[src/rtl/cigar_pkg.sv]
package cigar_pkg;

   localparam int unsigned MAX_ENTRIES = 64;

   localparam int unsigned LOC_W    = 32;
   localparam int unsigned HALF_W   = 16;
   localparam int unsigned LEN_W    = 32;
   localparam int unsigned ANCHOR_W = 34;
   localparam int unsigned GAP_W    = 35;
   localparam int unsigned COUNT_W  = 8;
   localparam int unsigned IDX_W    = 3;

   typedef enum logic [1:0] {
      OP_M = 2'd0,
      OP_N = 2'd1,
      OP_U = 2'd2
   } op_code_type;

   // Everything one segment produced, waiting to be sent one entry at a time.
   typedef struct packed {
      logic                has_gap;
      logic                has_final;
      logic [IDX_W-1:0]    last_idx;
      logic [LEN_W-1:0]    gap_m_len;
      logic [LEN_W-1:0]    gap_len;
      logic [LEN_W-1:0]    accum;
      logic [HALF_W-1:0]   ext;
      logic [HALF_W-1:0]   mapped_len;
      logic                use_mapped;
      logic [COUNT_W-1:0]  base_count;
   } bundle_type;

endpackage

[src/rtl/cigar_builder_from_segment_matches.sv]
// An accepted segment waits in the pending-entry register until its entries move to the
// output register. Throughput: one segment per cycle if it yields at most one entry and
// the output is not stalled; a segment with a reference gap yields up to five entry words,
// sent one per cycle if unstalled, and holds req_tready low until its last entry moves out.
// Reset: synchronous, active high; clears the anchor, match length, entry count and all
// valid flags.
module cigar_builder_from_segment_matches (
   input  logic        clock,
   input  logic        reset,
   input  logic        req_tvalid,
   output logic        req_tready,
   // [31:0] ref_location, [47:32] seg_offset, [63:48] seg_length,
   // [79:64] read_length, [95:80] mapped_len
   input  logic [95:0] req_tdata,
   // [0] strand
   input  logic [0:0]  req_tuser,
   input  logic        req_tlast,
   output logic        rsp_tvalid,
   input  logic        rsp_tready,
   // [31:0] op_length
   output logic [31:0] rsp_tdata,
   // [1:0] op_code, [2] overflow
   output logic [2:0]  rsp_tuser,
   output logic        rsp_tlast
);

   localparam int unsigned HW = cigar_pkg::HALF_W;
   localparam int unsigned LW = cigar_pkg::LEN_W;
   localparam int unsigned GW = cigar_pkg::GAP_W;
   localparam int unsigned AW = cigar_pkg::ANCHOR_W;
   localparam int unsigned CW = cigar_pkg::COUNT_W;
   localparam int unsigned XW = cigar_pkg::IDX_W;

   // Segment state
   logic signed [AW-1:0] prev_anchor_ff, prev_anchor_in;
   logic [LW-1:0]        match_accum_ff, match_accum_in;
   logic [CW-1:0]        entry_count_ff, entry_count_in;
   logic                 started_ff, started_in;

   // Pending entries of one segment
   logic                   bnd_valid_ff, bnd_valid_in;
   cigar_pkg::bundle_type  bnd_ff, bnd_in;
   logic [XW-1:0]          idx_ff, idx_in;

   // Output register
   logic                   out_valid_ff, out_valid_in;
   cigar_pkg::op_code_type out_op_ff, out_op_in;
   logic [LW-1:0]          out_len_ff, out_len_in;
   logic                   out_last_ff, out_last_in;
   logic                   out_ovf_ff, out_ovf_in;

   // Input decode
   logic [cigar_pkg::LOC_W-1:0] loc;
   logic [HW-1:0]  off, seg_len, rlen, mlen;
   logic           rev, last_seg, accept;
   logic signed [GW-1:0] anchor, gap;
   logic           gap_pos;
   logic [LW-1:0]  glen;
   logic [HW:0]    seg_end;
   logic [HW-1:0]  ext;
   logic [LW:0]    accum_sum;
   logic [LW-1:0]  accum_new;
   logic [XW-1:0]  n_new;
   logic [CW:0]    count_sum;

   // Output side
   logic           move, bnd_done;
   logic [XW-1:0]  pos;
   logic [LW:0]    final_sum;
   logic [LW-1:0]  final_len;
   logic [CW:0]    ordinal_base;

   assign loc      = req_tdata[31:0];
   assign off      = req_tdata[47:32];
   assign seg_len  = req_tdata[63:48];
   assign rlen     = req_tdata[79:64];
   assign mlen     = req_tdata[95:80];
   assign rev      = req_tuser[0];
   assign last_seg = req_tlast;

   assign move     = bnd_valid_ff && (!out_valid_ff || rsp_tready);
   assign bnd_done = move && (idx_ff == bnd_ff.last_idx);
   assign req_tready = !bnd_valid_ff || bnd_done;
   assign accept   = req_tvalid && req_tready;

   always_comb begin
      anchor = rev ? (GW'(loc) + GW'(off)) : (GW'(loc) - GW'(off));
      gap    = rev ? (GW'(prev_anchor_ff) - anchor) : (anchor - GW'(prev_anchor_ff));
      gap_pos = started_ff && !gap[GW-1] && (gap != '0);
      glen   = (gap[GW-2:LW] != '0) ? '1 : gap[LW-1:0];

      seg_end = (HW+1)'(off) + (HW+1)'(seg_len);
      ext     = ((HW+1)'(rlen) > seg_end) ? HW'((HW+1)'(rlen) - seg_end) : '0;

      accum_sum = (LW+1)'(match_accum_ff) + (LW+1)'(seg_len);
      if (!started_ff) begin
         accum_new = LW'(seg_end);
      end else if (gap_pos) begin
         accum_new = LW'(seg_len);
      end else begin
         accum_new = accum_sum[LW] ? '1 : accum_sum[LW-1:0];
      end

      n_new     = (gap_pos ? XW'(4) : '0) + (last_seg ? XW'(1) : '0);
      count_sum = (CW+1)'(entry_count_ff) + (CW+1)'(n_new);

      bnd_in.has_gap    = gap_pos;
      bnd_in.has_final  = last_seg;
      bnd_in.last_idx   = n_new - XW'(1);
      bnd_in.gap_m_len  = match_accum_ff;
      bnd_in.gap_len    = glen;
      bnd_in.accum      = accum_new;
      bnd_in.ext        = ext;
      bnd_in.mapped_len = mlen;
      bnd_in.use_mapped = (entry_count_ff == '0) && !gap_pos;
      bnd_in.base_count = entry_count_ff;
   end

   always_comb begin
      prev_anchor_in = prev_anchor_ff;
      match_accum_in = match_accum_ff;
      entry_count_in = entry_count_ff;
      started_in     = started_ff;
      if (accept) begin
         if (last_seg) begin
            // The read ends here: the next segment opens a new read.
            prev_anchor_in = '0;
            match_accum_in = '0;
            entry_count_in = '0;
            started_in     = 1'b0;
         end else begin
            prev_anchor_in = AW'(anchor);
            match_accum_in = accum_new;
            entry_count_in = count_sum[CW] ? '1 : count_sum[CW-1:0];
            started_in     = 1'b1;
         end
      end
   end

   always_comb begin
      bnd_valid_in = bnd_valid_ff;
      idx_in       = idx_ff;
      if (move) begin
         idx_in = idx_ff + XW'(1);
      end
      if (bnd_done) begin
         bnd_valid_in = 1'b0;
      end
      if (accept && (n_new != '0)) begin
         bnd_valid_in = 1'b1;
         idx_in       = '0;
      end
   end

   always_comb begin
      // Without a gap the only entry is the closing M, which sits at position four.
      pos       = bnd_ff.has_gap ? idx_ff : (idx_ff + XW'(4));
      final_sum = (LW+1)'(bnd_ff.accum) + (LW+1)'(bnd_ff.ext);
      if (bnd_ff.use_mapped) begin
         final_len = LW'(bnd_ff.mapped_len);
      end else begin
         final_len = final_sum[LW] ? '1 : final_sum[LW-1:0];
      end
      ordinal_base = (CW+1)'(bnd_ff.base_count) + (CW+1)'(idx_ff);

      out_valid_in = out_valid_ff;
      out_op_in    = out_op_ff;
      out_len_in   = out_len_ff;
      out_last_in  = out_last_ff;
      out_ovf_in   = out_ovf_ff;
      if (out_valid_ff && rsp_tready) begin
         out_valid_in = 1'b0;
      end
      if (move) begin
         out_valid_in = 1'b1;
         out_last_in  = 1'b0;
         out_ovf_in   = (ordinal_base >= (CW+1)'(cigar_pkg::MAX_ENTRIES));
         case (pos)
            XW'(0): begin
               out_op_in  = cigar_pkg::OP_M;
               out_len_in = bnd_ff.gap_m_len;
            end
            XW'(2): begin
               out_op_in  = cigar_pkg::OP_N;
               out_len_in = bnd_ff.gap_len;
            end
            XW'(4): begin
               out_op_in   = cigar_pkg::OP_M;
               out_len_in  = final_len;
               out_last_in = 1'b1;
            end
            default: begin
               out_op_in  = cigar_pkg::OP_U;
               out_len_in = '0;
            end
         endcase
      end
   end

   always_ff @(posedge clock) begin
      if (reset) begin
         prev_anchor_ff <= '0;
         match_accum_ff <= '0;
         entry_count_ff <= '0;
         started_ff     <= 1'b0;
         bnd_valid_ff   <= 1'b0;
         idx_ff         <= '0;
         out_valid_ff   <= 1'b0;
      end else begin
         prev_anchor_ff <= prev_anchor_in;
         match_accum_ff <= match_accum_in;
         entry_count_ff <= entry_count_in;
         started_ff     <= started_in;
         bnd_valid_ff   <= bnd_valid_in;
         idx_ff         <= idx_in;
         out_valid_ff   <= out_valid_in;
      end
   end

   always_ff @(posedge clock) begin
      if (accept) begin
         bnd_ff <= bnd_in;
      end
      out_op_ff   <= out_op_in;
      out_len_ff  <= out_len_in;
      out_last_ff <= out_last_in;
      out_ovf_ff  <= out_ovf_in;
   end

   assign rsp_tvalid = out_valid_ff;
   assign rsp_tdata  = out_len_ff;
   assign rsp_tuser  = {out_ovf_ff, out_op_ff};
   assign rsp_tlast  = out_last_ff;

   a_idx_in_range: assert property (@(posedge clock) disable iff (reset)
      bnd_valid_ff |-> (idx_ff <= bnd_ff.last_idx))
      else $error("entry index ran past the last pending entry");

   a_marker_zero: assert property (@(posedge clock) disable iff (reset)
      (rsp_tvalid && (out_op_ff == cigar_pkg::OP_U)) |-> (rsp_tdata == '0))
      else $error("marker entry with nonzero length");

   a_last_is_match: assert property (@(posedge clock) disable iff (reset)
      (rsp_tvalid && rsp_tlast) |-> (out_op_ff == cigar_pkg::OP_M))
      else $error("final entry is not a match entry");

   a_no_overwrite: assert property (@(posedge clock) disable iff (reset)
      (req_tready && bnd_valid_ff) |-> bnd_done)
      else $error("new segment taken while entries still pending");

endmodule

[config.mk]
export PLATFORM = sky130hd
export DESIGN_NAME = cigar_builder_from_segment_matches
export DESIGN_NICKNAME = d
export VERILOG_FILES = /design/src/rtl/cigar_pkg.sv /design/src/rtl/cigar_builder_from_segment_matches.sv
export SDC_FILE = /design/constraint.sdc
export NUM_CORES = 1
export LEC_CHECK = 0
export BUFFER_PORTS_ARGS = -buffer_cell sky130_fd_sc_hd__buf_2
export CORE_MARGIN = 2
export CORE_UTILIZATION = 47
export CTS_CLUSTER_SIZE = 16
export DETAILED_ROUTE_END_ITERATION = 8
export GPL_ROUTABILITY_DRIVEN = 0
export SETUP_SLACK_MARGIN = 0.1
export SLEW_MARGIN = 20
export SYNTH_ARGS = -nofsm -noshare
export SYNTH_HDL_FRONTEND = slang
export SYNTH_SLANG_ARGS = --single-unit
[constraint.sdc]
create_clock -name clock -period 10.25 [get_ports clock]
set_clock_uncertainty 0.2 [all_clocks]
set_input_delay 2.05 -clock clock [delete_from_list [all_inputs] [get_ports clock]]
set_output_delay 2.05 -clock clock [all_outputs]
set_load 0.005 [all_outputs]
==> key figures <==
Outcome
  – Status: completed

Logic synthesis
  – Synthesis-stage register bit count: 256
  – Post-synthesis xor/xnor area fraction: 5.853%
  – Post-synth EDFFs: 176
  – Synth cell types: 82
  – Simple-gate portion of the synthesized area: 15.78%
  – Ys Warns: 0
  – Sequential share of the synthesized area: 36.23%
  – Synthesized net count: 2,422
  – Mux contribution to synthesized area: 0.6978%
  – Syn avg cell area: 8.898 um^2
  – Synth Flop Type: edfxtp_1
  – Main combinational cell family by area after synthesis: compound AO/OA/AOI/OAI gates
  – Proportion of synthesized flip-flops having asynchronous set or reset: 0%
  – Mapped Cells: 2,136
  – Adder-Cell Fraction of Synth Area: 12.47%
  – Complex-gate fraction of the synthesized area: 23.75%
  – Netlist Area Pre-Place: 19,010 um^2

Worst setup path
  – CP Data Required Time: 10.57 ns
  – Kind of critical path: input port to register
  – Worst path most repeated cell: a21oi_1
  – CP max stage delay: 0.62 ns
  – Crit-path max FO: 9
  – Arrival time worst endpoint: 9.85 ns
  – Slowest cell on crit path: or4_1
  – Setup crit start kind: input port
  – Crit path capture type: register

Clock network
  – Post-cts gate resize count: 0
  – Reg clk slew, reported paths: 0.06 ns
  – CTS tree: built
  – Post-CTS Setup Inserts: 0
  – CTS Buffer Depth: 3
  – # H-tree levels: 1
  – CTS buffer count: 30
  – Clk root buf: clkbuf_16
  – Worst-Skew Late Latency: 0.59 ns
  – Hold buffers post-CTS: 0
  – Number of clock sinks: 256

Die
  – Die height: 205.1 um
  – Die area: 42,060 um^2
  – Chip width: 205.1 um
  – Initial Utilization: 47.73%
  – Total core area: 39,820 um^2
  – I/O Pins: 140
  – Cell row count: 73

Power and ir drop
  – Switching part of the total power: 34.06%
  – Max VDD drop: 0.0001510 V
  – Power Internal: 2279 uW
  – Power share of the combinational group: 32.0%
  – Power Density: 162.6 nW/um^2
  – Pleak: 0.008524 uW
  – Clock share of power: 32.2%
  – Switch Pwr: 1177 uW
  – Sequential share of power: 35.8%

STA
  – Rel. slew slack: 26.06%
  – Least-Margin Pin Slew: 1.106 ns
  – Hold WS: 0.2715 ns
  – Fin. max-slew vios: 0
  – RSZ-0062 raised after global routing: false
  – Fmax: 105.0 MHz
  – Fin crit period: 9.524 ns
  – Post-route setup TNS: 0 ns
  – Final setup viols: 0
  – Tcrit/Tclk final: 92.92%
  – Final hold viol count: 0

Finish
  – Antenna cell count: 0
  – Most frequent cells in the layout: a21oi_1, edfxtp_1, ha_1, inv_1, nor2_1
  – Nets@finish: 2,529
  – Share of cells above drive strength 1: 10.67%
  – Layout area overhead: 11.79%
  – Commonest non-fill, non-tap cell in the layout: a21oi_1
  – Post-route core utilization: 53.35%
  – Filler instances: 3,717
  – Fin cells: 2,792

GRT
  – Global route overflow: 0
  – Number of global-route vias before repair: 15,540
  – Tot GR Track Use: 25.81%
  – First-pass GRT wire length: 85,400 um
  – Largest net degree at the start of global routing: 79
  – Initial antenna violation count: 2

Detailed routing
  – Via density: 5.963
  – Vias: 16,650
  – Residual DRC count: 0
  – Average wire per standard cell: 19.77 um
  – Routed Antenna Nets: 0
  – Final wirelength: 55,200 um
  – 1st-iter DRT viols: 1,499
  – TritonRoute pass-1 iters: 5

Place
  – Port Buffers: 139
  – Dpl cells: 2,735
  – Detail Placement HPWL: 43,670 um

Run
  – Max-Cap Viols: 0

Min path
  – HP Class: register to register
## logic make-up (layout without fill, tap and decap cells)
| family | after synthesis | count (layout) |
|---|---|---|
| buf+inv | 255 | 386 |
| compound gates | 693 | 693 |
| xor+xnor | 127 | 127 |
| fa+ha+maj | 184 | 184 |
| simple gates | 608 | 608 |
| mux | 13 | 13 |
| flops | 256 | 256 |
## power groups by stage
stage	Clock [uW]	Combinational, uW	Sequential, uW
detailed placement	0	1080	1260
CTS	1130	1090	1240
finish	1110	1110	1240
floorplan	0	785	1250
global placement	0	1070	1260
global route	1170	1220	1240
## flip-flops by register name, summed over array words and instances, names as in the netlist
signal / flops
out_op_ff: 2
bnd_valid_ff: 1
bnd_ff: 140
idx_ff: 3
rsp_tdata: 32
out_ovf_ff: 1
prev_anchor_ff: 34
rsp_tvalid: 1
rsp_tlast: 1
match_accum_ff: 32
entry_count_ff: 8
started_ff: 1
## synth_stat cells (36+ instances only)
cell type  instances  area, um^2
inv_1            161       604.3
o21ai_0          136       680.7
nand3_1           59       295.3
xnor2_1           75       656.9
clkbuf_1          71       266.5
a21oi_1          216        1081
a21o_1            36       270.3
edfxtp_1         176        5285
nor3_1            59       295.3
nor2_1           161       604.3
a22oi_1           36       270.3
ha_1             175        2190
dfxtp_1           80        1602
nand2_1          138       518.0
xor2_1            52       455.4
## layer usage
metal | share of wire, % | up-vias | GRT usage (%) | wire length (um)
met5 | 0 | - | 0 | 0
met4 | 2.5 | 0 | 6.732 | 1388
met3 | 5.9 | 84 | 2.609 | 3240
met2 | 46 | 548 | 42.12 | 25230
met1 | 46 | 7906 | 36.57 | 25340
li1 | - | 8111 | - | -
## through the flow
stage / power (uW) / instance area (um^2) / setup slack (ns)
final: 3456 / 21250 / 0.7255
after global routing: 3629 / 21250 / 0.1405
after CTS: 3460 / 21240 / 0.7836
after detailed placement: 2342 / 20190 / 0.1914
after global placement: 2331 / 20190 / 0.3525
after floorplan: 2033 / 19010 / 1.092
## final cells by class
class,instances,area (um^2),area share [%]
clock inverters,22,274.0,1.290
well taps,525,656.9,3.092
repair buffers,166,898.4,4.228
multi-input cells,1625,11130,52.41
inverters,164,620.6,2.921
flip-flops and latches,256,6887,32.41
clock buffers,34,775.7,3.651
## worst paths after layout
| path | startpoint | endpoint | slack, ns | cells past startpoint |
|---|---|---|---|---|
| setup / recovery | req_tdata[33] | entry_count_ff[0] | 0.73 | 34 |
| hold / removal | match_accum_ff[13] | bnd_ff[118] | 0.27 | 0 |
| setup reg to reg | prev_anchor_ff[0] | entry_count_ff[0] | 4.59 | 22 |
| hold reg to reg | match_accum_ff[13] | bnd_ff[118] | 0.27 | 0 |
## worst max-delay path, delay by kind of cell
family | cells | cell delay, ns
adders and majority gates | 3 | 1.01
xor gates and xnor gates | 2 | 0.48
buffers and inverters | 3 | 0.30
and+or+nand+nor | 10 | 2.33
AOI/OAI and AO/OA | 16 | 3.65
No activity file was read; power rests on OpenSTA's default activity.
